===== src/sv/hfe_pkg.sv =====
// ---------------------------------------------------------------------------
// hfe_pkg
// Shared types and constants of the HDLC frame bit encoder.
// ---------------------------------------------------------------------------
package hfe_pkg;

  typedef enum logic [1:0] {
    OP_START = 2'd0,
    OP_FLAG  = 2'd1,
    OP_DATA  = 2'd2,
    OP_END   = 2'd3
  } op_t;

  typedef struct packed {
    op_t        op;
    logic [7:0] frame_byte;
  } in_item_t;

  typedef struct packed {
    logic line_level;
    logic last;
  } out_item_t;

  // serializer status toward the top level
  typedef struct packed {
    logic busy;     // bits still to send for the loaded request
    logic emit;     // a bit goes to the output register this cycle
    logic ref_bit;  // the bit emitted is the start reference bit
    logic level;    // line level of the emitted bit
    logic last;     // emitted bit is the request's final bit
  } ser_status_t;

  localparam int          JOB_W     = 24;
  localparam int          CNT_W     = 5;
  localparam int          ONES_W    = 3;
  localparam int          STUFF_RUN = 5;
  localparam logic [15:0] FCS_INIT  = 16'hFFFF;
  localparam logic [15:0] FCS_POLY  = 16'h8408;
  // flag 0,1,1,1,1,1,1,0 sent lsb first
  localparam logic [7:0]  FLAG_BYTE = 8'h7E;

  // reflected crc-16/x.25 over one byte
  function automatic logic [15:0] fcs_byte(input logic [15:0] crc, input logic [7:0] b);
    logic [15:0] c;
    c = crc ^ {8'h00, b};
    for (int i = 0; i < 8; i++) begin
      c = c[0] ? ((c >> 1) ^ FCS_POLY) : (c >> 1);
    end
    return c;
  endfunction

endpackage


===== src/sv/hdlc_frame_bit_encoder.sv =====
// ---------------------------------------------------------------------------
// hdlc_frame_bit_encoder
// HDLC/AX.25 transmit bit engine: frame requests in, NRZI line bits out.
// ---------------------------------------------------------------------------
// usage
//   in channel : one request per frame command (start, flag, data byte, end),
//                taken at a clock edge with in_valid high and in_stall low
//   out channel: one NRZI line bit per handshake, last set on the final bit
//                that a command produces
//   path       : a request is loaded into the shift register, and its bits
//                go from there to the output register
//   throughput : one line bit per cycle while the output is not stalled; the
//                line bits per request are start 1, flag 8, data 8 to 10,
//                end 24 to 28. the shift register is the limit: the next
//                request is taken in the cycle the final bit is registered
//   reset      : fcs = 0xffff, line level 1, ones run 0, nothing pending
//   stall      : when out_stall holds the output register, the shifter
//                freezes and in_stall stays high while a job is loaded; an
//                idle shifter still takes one request and then holds it
// ---------------------------------------------------------------------------
module hdlc_frame_bit_encoder
  import hfe_pkg::*;
(
  input  logic      clk,
  input  logic      rst_n,
  input  logic      in_valid,
  output logic      in_stall,
  input  in_item_t  in_item,
  output logic      out_valid,
  input  logic      out_stall,
  output out_item_t out_item
);

  logic        out_valid_r;
  logic        out_valid_nxt;
  out_item_t   out_item_r;
  logic        adv;
  logic        load;
  logic [15:0] fcs_inv;
  ser_status_t ser_st;

  // output slot can take a new bit
  assign adv = !out_valid_r || !out_stall;

  // take a request when idle or when the final bit of the current one leaves
  assign in_stall = ser_st.busy && !(ser_st.emit && ser_st.last);
  assign load     = in_valid && !in_stall;

  hfe_fcs u_fcs (
    .clk     (clk),
    .rst_n   (rst_n),
    .load    (load),
    .item    (in_item),
    .fcs_inv (fcs_inv)
  );

  hfe_serializer u_ser (
    .clk     (clk),
    .rst_n   (rst_n),
    .adv     (adv),
    .load    (load),
    .item    (in_item),
    .fcs_inv (fcs_inv),
    .status  (ser_st)
  );

  // result register
  always_comb begin
    out_valid_nxt = out_valid_r;
    if (adv) begin
      out_valid_nxt = ser_st.emit;
    end
  end

  always_ff @(posedge clk) begin
    if (!rst_n) begin
      out_valid_r <= 1'b0;
    end else begin
      out_valid_r <= out_valid_nxt;
    end
  end

  always_ff @(posedge clk) begin
    if (ser_st.emit) begin
      out_item_r.line_level <= ser_st.level;
      out_item_r.last       <= ser_st.last;
    end
  end

  assign out_valid = out_valid_r;
  assign out_item  = out_item_r;

  // start request loads a job that the engine then works on
  a_start_loads: assert property (@(posedge clk) disable iff (!rst_n)
    (load && in_item.op == OP_START) |=> ser_st.busy)
    else $error("start request did not load a job");

  // reference bit is a single level-one bit that ends its request
  a_ref_bit: assert property (@(posedge clk) disable iff (!rst_n)
    (ser_st.emit && ser_st.ref_bit) |-> (ser_st.level && ser_st.last))
    else $error("reference bit not level one or not last");

  // end request sends at least fcs and flag, so its first bit is never last
  a_end_long: assert property (@(posedge clk) disable iff (!rst_n)
    (load && in_item.op == OP_END) |=> !(ser_st.emit && ser_st.last))
    else $error("end request finished too early");

endmodule


===== src/sv/hfe_fcs.sv =====
// ---------------------------------------------------------------------------
// hfe_fcs
// Frame check sequence register, updated once per accepted request.
// ---------------------------------------------------------------------------
module hfe_fcs
  import hfe_pkg::*;
(
  input  logic        clk,
  input  logic        rst_n,
  input  logic        load,
  input  in_item_t    item,
  output logic [15:0] fcs_inv
);

  logic [15:0] fcs_r;
  logic [15:0] fcs_nxt;

  always_comb begin
    fcs_nxt = fcs_r;
    if (load) begin
      unique case (item.op)
        OP_START: fcs_nxt = FCS_INIT;
        OP_FLAG:  fcs_nxt = fcs_r;
        OP_DATA:  fcs_nxt = fcs_byte(fcs_r, item.frame_byte);
        OP_END:   fcs_nxt = FCS_INIT;
        default:  fcs_nxt = fcs_r;
      endcase
    end
  end

  always_ff @(posedge clk) begin
    if (!rst_n) begin
      fcs_r <= FCS_INIT;
    end else begin
      fcs_r <= fcs_nxt;
    end
  end

  // transmitted fcs is the complement of the running value
  assign fcs_inv = ~fcs_r;

endmodule


===== src/sv/hfe_serializer.sv =====
// ---------------------------------------------------------------------------
// hfe_serializer
// Bit shifter with zero stuffing and nrzi coding, one line bit per cycle while adv is high.
// ---------------------------------------------------------------------------
module hfe_serializer
  import hfe_pkg::*;
(
  input  logic        clk,
  input  logic        rst_n,
  input  logic        adv,
  input  logic        load,
  input  in_item_t    item,
  input  logic [15:0] fcs_inv,
  output ser_status_t status
);

  localparam logic [ONES_W-1:0] STUFF_AT = ONES_W'(STUFF_RUN - 1);

  logic [JOB_W-1:0]  sh_r,    sh_nxt;
  logic [JOB_W-1:0]  mask_r,  mask_nxt;
  logic [CNT_W-1:0]  cnt_r,   cnt_nxt;
  logic              ref_r,   ref_nxt;
  logic              stuff_r, stuff_nxt;
  logic [ONES_W-1:0] ones_r,  ones_nxt;
  logic              line_r,  line_nxt;
  logic              busy;
  logic              emit;
  logic              last;

  assign busy = (cnt_r != '0) || stuff_r;
  assign emit = adv && busy;

  always_comb begin
    sh_nxt    = sh_r;
    mask_nxt  = mask_r;
    cnt_nxt   = cnt_r;
    ref_nxt   = ref_r;
    stuff_nxt = stuff_r;
    ones_nxt  = ones_r;
    line_nxt  = line_r;
    last      = 1'b0;

    if (emit) begin
      if (stuff_r) begin
        // inserted zero after a run of ones
        line_nxt  = ~line_r;
        ones_nxt  = '0;
        stuff_nxt = 1'b0;
        last      = (cnt_r == '0);
      end else begin
        sh_nxt   = sh_r >> 1;
        mask_nxt = mask_r >> 1;
        cnt_nxt  = cnt_r - CNT_W'(1);
        ref_nxt  = 1'b0;
        if (ref_r) begin
          line_nxt = 1'b1;
        end else if (!sh_r[0]) begin
          line_nxt = ~line_r;
        end
        if (mask_r[0] && sh_r[0]) begin
          if (ones_r == STUFF_AT) begin
            stuff_nxt = 1'b1;
            ones_nxt  = '0;
          end else begin
            ones_nxt = ones_r + ONES_W'(1);
          end
        end else begin
          ones_nxt = '0;
        end
        last = (cnt_r == CNT_W'(1)) && !stuff_nxt;
      end
    end

    if (load) begin
      ref_nxt = 1'b0;
      unique case (item.op)
        OP_START: begin
          sh_nxt   = JOB_W'(1);
          mask_nxt = '0;
          cnt_nxt  = CNT_W'(1);
          ref_nxt  = 1'b1;
        end
        OP_FLAG: begin
          sh_nxt   = JOB_W'(FLAG_BYTE);
          mask_nxt = '0;
          cnt_nxt  = CNT_W'(8);
        end
        OP_DATA: begin
          sh_nxt   = JOB_W'(item.frame_byte);
          mask_nxt = JOB_W'(8'hFF);
          cnt_nxt  = CNT_W'(8);
        end
        OP_END: begin
          sh_nxt   = {FLAG_BYTE, fcs_inv};
          mask_nxt = JOB_W'(16'hFFFF);
          cnt_nxt  = CNT_W'(JOB_W);
        end
        default: begin
          cnt_nxt = cnt_r;
        end
      endcase
    end
  end

  always_ff @(posedge clk) begin
    if (!rst_n) begin
      cnt_r   <= '0;
      ref_r   <= 1'b0;
      stuff_r <= 1'b0;
      ones_r  <= '0;
      line_r  <= 1'b1;
    end else begin
      cnt_r   <= cnt_nxt;
      ref_r   <= ref_nxt;
      stuff_r <= stuff_nxt;
      ones_r  <= ones_nxt;
      line_r  <= line_nxt;
    end
  end

  always_ff @(posedge clk) begin
    sh_r   <= sh_nxt;
    mask_r <= mask_nxt;
  end

  assign status.busy    = busy;
  assign status.emit    = emit;
  assign status.ref_bit = ref_r && !stuff_r;
  assign status.level   = line_nxt;
  assign status.last    = last;

endmodule


===== config.mk =====
export PLATFORM = sky130hd
export DESIGN_NAME = hdlc_frame_bit_encoder
export DESIGN_NICKNAME = d
export VERILOG_FILES = /design/src/sv/hfe_pkg.sv /design/src/sv/hdlc_frame_bit_encoder.sv /design/src/sv/hfe_fcs.sv /design/src/sv/hfe_serializer.sv
export SDC_FILE = /design/constraint.sdc
export NUM_CORES = 1
export LEC_CHECK = 0
export BUFFER_PORTS_ARGS = -buffer_cell sky130_fd_sc_hd__buf_2
export CAP_MARGIN = 40
export CORE_MARGIN = 5
export CORE_UTILIZATION = 60
export DETAILED_ROUTE_END_ITERATION = 6
export GPL_ROUTABILITY_DRIVEN = 0
export PLACE_DENSITY = 0.83
export SKIP_CTS_REPAIR_TIMING = 1
export SLEW_MARGIN = 10
export SYNTH_ARGS = -nofsm -noshare
export SYNTH_HDL_FRONTEND = slang
export SYNTH_HIERARCHICAL = 1
export SYNTH_SLANG_ARGS = --single-unit

===== constraint.sdc =====
create_clock -name clk -period 4.55 [get_ports clk]
set_input_delay 0.455 -clock clk [delete_from_list [all_inputs] [get_ports clk]]
set_output_delay 0.455 -clock clk [all_outputs]
set_load 0.005 [all_outputs]

Word level (Yosys, flattened, before mapping). Index checks and enable logic that the tools add are counted. W data, S select, Z words.

Logic and storage cells: 92. Flip-flop bits (word level): 78. Output and inout bits: 4. Input port bits: 14.

Add/subtract/negate cells: 2. Reduce and logical (&&, ||, !) cells: 22. Mux-type cells: 39. Equality and inequality tests: 6. Bitwise gates (word level): 12.

Operators by type and width (number): $mux W24 (6); $mux W16 (8); $pmux W24 S4 (1); $pmux W24 S3 (1); $pmux W16 S2 (1); $not A2 Y3 (8); $not A16 Y16 (1); $xor A16 B8 Y16 (1); $mux W1 (15); $mux W5 (3); $pmux W5 S3 (1); $mux W3 (3); $logic_and A1 B1 Y1 (6); $reduce_or A2 Y1 (3); $eq A5 B1 Y1 const B (1); $logic_not A1 Y1 (5); $logic_not A5 Y1 (1); $reduce_bool A5 Y1 (1); $sub A5 B1 Y5 const B (1); $eq A2 B2 Y1 const B (2); $reduce_and A2 Y1 (2); $add A3 B1 Y3 const B (1); $eq A3 B3 Y1 const B (1); $eq A2 B1 Y1 const B (1); 5 further kinds (7).

Depth between registers and ports, before layout.
Depth in word-level cells: 18. Gate-level depth with buffers: 13. Gate-level depth less buffers: 11.

Cells and area by module. Netlist, hierarchy kept.

By module, submodules not included: hfe_serializer (cells an instance 198, area each 2168.3 µm², times used 1); hfe_fcs (cells an instance 90, area each 862.1 µm², times used 1); hdlc_frame_bit_encoder (cells an instance 8, area each 112.6 µm², times used 1).

Least setup slack after synthesis. No wires, ideal clock.

Path kind: flip-flop to flip-flop. Start point: register u_ser.cnt_r[0]. End point: register u_ser.ref_r. Setup time: 252 ps. Arrival: 3505 ps. Cell stages (with the launch flop): 6. Slack: 793 ps. Cell sequence: dfxtp_1 inv_1 ha_1 nor4b_4 o21ai_0 o21ai_0.

Cells in the longest elaborated chain, start to end: 11.

RTL lines: start, declared (line hfe_serializer.sv:21) `logic [CNT_W-1:0] cnt_r, cnt_nxt;`; start signal, assigned (line hfe_serializer.sv:113) `cnt_r <= cnt_nxt;`; $eq A5 B1 Y1 / $reduce_bool A5 Y1 (equally long branches) (line hfe_serializer.sv:70, hfe_serializer.sv:30); $logic_and A1 B1 Y1 / $logic_or A1 B1 Y1 (equally long branches) (line hfe_serializer.sv:70, hfe_serializer.sv:30); $mux W1 / $logic_and A1 B1 Y1 (equally long branches) (line hfe_serializer.sv:44, hfe_serializer.sv:31); $mux W1 (line hfe_serializer.sv:43) `if (emit) begin`; $logic_and A1 B1 Y1 (line hdlc_frame_bit_encoder.sv:46) `assign in_stall = ser_st.busy && !(ser_st.emit && ser_st.last);`; $logic_not A1 Y1 (line hdlc_frame_bit_encoder.sv:46); $logic_and A1 B1 Y1 (line hdlc_frame_bit_encoder.sv:46); $logic_not A1 Y1 (line hdlc_frame_bit_encoder.sv:47) `assign load = in_valid && !in_stall;`; $logic_and A1 B1 Y1 (line hdlc_frame_bit_encoder.sv:47); $ne A2 B2 Y1 (no source line) / $reduce_bool A2 Y1 (equally long branches); $reduce_and A2 Y1 (no source line); end signal, assigned (line hfe_serializer.sv:114) `ref_r <= ref_nxt;`; end, declared (line hfe_serializer.sv:22) `logic ref_r, ref_nxt;`.

Parallel ways exist; a longest one is shown, timed or not. A chain may end at the register's enable or synchronous reset.

==> results_dict.tcl <==
set metrics [dict create \
    rows 26 \
    peakVddDrop_mv 0.316 \
    hold-path-cell-count 3 \
    powerDensity_nw_per_um2 692 \
    syn2layout_area_growth_pct 9.13 \
    firstDrtPassIters 4 \
    min-delay-start "out_stall" \
    critPathKind "reg -> reg" \
    hold_violations 0 \
    r2r_cells 12 \
    drc 0 \
    fin_cells 382 \
    min_path_type "in -> reg" \
    syn-cell-area_sq_um 3140 \
    h-tree-depth 3 \
    worst_setup_path_start_kind "flip-flop" \
    nNetsFinal 326 \
    critPathMaxFanout 20 \
    multi_input_area_sq_um 1310 \
    synthCells 295 \
    start_util 0.614 \
    io_pins 18 \
    track_usage 0.206 \
    finalSetupViolCount 0 \
    avgSynthCellArea_sq_um 10.6 \
    met2RoutedLength_um 2810 \
    clock_latency_ps 340 \
    clk_pin_slew_ps 70 \
    critical_path_required_ps 4780 \
    clkSinkCount 63 \
    arrival_ps 3640 \
    run_status "completed" \
    tightest_slew_ps 896 \
    wl_met1_um 2690 \
    leakagePower_nw 1.49 \
    syn_nets 314 \
    min_to "out_valid" \
    cts_inserted_buffers 9 \
    core-area_sq_um 5110 \
    setup_tns_ps 0 \
    cts_tree "built" \
    rrSetupSlack_ps 1140 \
    grt_pass1_wl_um 10100 \
    drive_gt1_frac 0.167 \
    worst_clock_skew_ps 4.87 \
    clk_path_buf_depth 2 \
    synth_warnings 6 \
    r2r_end "u_fcs/fcs_r[7]" \
    antenna_found_initial 0 \
    dr_wl_met3_um 341 \
    die-area_sq_um 6770 \
    regArea_sq_um 1610 \
    vias 2185 \
    fin_crit_sh 0.748 \
    port-buffer-count 17 \
    relSlewSlack 0.402 \
    wire_per_inst_um 15.5 \
    grt.overflow.total 0 \
    drt_iter0_drc 170 \
    topRoutingLayerUsed "met4" \
    first_global_vias 2134 \
    grt_max_degree 34 \
    maxCapViolCount 0 \
    rsz0062_at_grt "false" \
    fp.dieH_um 82.3 \
    r2r-start "u_ser/cnt_r[0]" \
    wirelength_um 5920 \
    dp_cells 366 \
    whs_ps 381 \
    worstSetupEndpointType "flip-flop" \
    die_w_um 82.3 \
    antennaDiodeCount 0 \
    fillerInstances 395 \
    final_max_slew_viol_count 0 \
    cts_root_buf "clkbuf_8" \
    max_freq_mhz 294 \
    viasPerCell 5.72 \
    place_hpwl_um 4090 \
    post-route-min-period_ps 3410 \
    drtAntennaViolNets 0 \
]
[registers in the layout, indices dropped and copies added, names as in the netlist]
name           flops
u_ser/mask_r      12
u_ser/cnt_r        5
u_ser/sh_r        21
out_item           2
out_valid          1
u_ser/ones_r       3
u_ser/ref_r        1
u_ser/stuff_r      1
u_fcs/fcs_r       16
u_ser/line_r       1
[cell usage in the layout, fill, tap and decap left out, types with 3 or more instances in the layout]
cell      instances
dfxtp_1          28
buf_4             3
nand2b_1          4
o22a_1            6
ha_1              5
o32ai_1           3
nand2_1          24
buf_2            17
xnor2_2           6
a21o_1            7
clkbuf_8          9
xnor2_1          13
clkinv_2          4
nor3_1            4
inv_1            34
a21oi_1           9
o31a_1            3
o21ai_0          10
o31ai_1           7
edfxtp_1         35
xor2_1            3
nor2_1           13
nor2b_1           6
o22ai_1           8
a22o_1            8
[worst max-delay path, cell delays in order (launching register included)]
cell	delay (ps)
dfxtp_1	400
inv_1	60
ha_1	250
nor2b_1	180
a21boi_0	180
buf_4	170
nor3b_1	290
a21boi_2	110
nor2b_1	120
buf_4	230
nor2b_1	600
nand3b_1	390
o22a_2	300
[worst max-delay path by stage]
| stage | to | start |
|---|---|---|
| floorplan | u_ser/ref_r | u_ser/cnt_r[0] |
| global placement | u_ser/mask_r[3] | out_stall |
| detailed placement | u_fcs/fcs_r[7] | out_stall |
| CTS | u_fcs/fcs_r[7] | u_ser/cnt_r[0] |
| global route | u_fcs/fcs_r[5] | u_ser/cnt_r[0] |
| finish | u_fcs/fcs_r[7] | u_ser/cnt_r[0] |
[report_power, final]
| part | total, mW | leakage [nW] | switching [mW] | internal (mW) |
|---|---|---|---|---|
| combinational | 0.870 | 0.801 | 0.509 | 0.361 |
| sequential | 1.04 | 0.587 | 0.104 | 0.941 |
| clock | 0.454 | 0.0968 | 0.205 | 0.249 |
[per-stage QoR]
stage	cell area, sq um	util	total power, mW	worst slack [ps]
2_1_floorplan	3140	-	1.76	793
3_3_place_gp	3240	0.635	1.89	1280
3_5_place_dp	3240	0.635	1.92	1160
4_1_cts	3420	0.670	2.38	1150
5_1_grt	3420	0.670	2.55	798
6_report	3420	0.670	2.37	1140
[cell type report]
cell class,count,area share
clock inverters,5,0.0146
clock buffers,11,0.0384
inverters,34,0.0373
repair buffers,20,0.0314
flip-flops and latches,63,0.471
multi-input cells,179,0.382
well taps,70,0.0256
[metal layers]
metal / global-route usage / up-vias
li1: - / 1066
met1: 0.273 / 1054
met2: 0.311 / 58
met3: 0.0575 / 7
met4: 0.0947 / 0
met5: 0 / -
(Power assumes the default switching activity.)
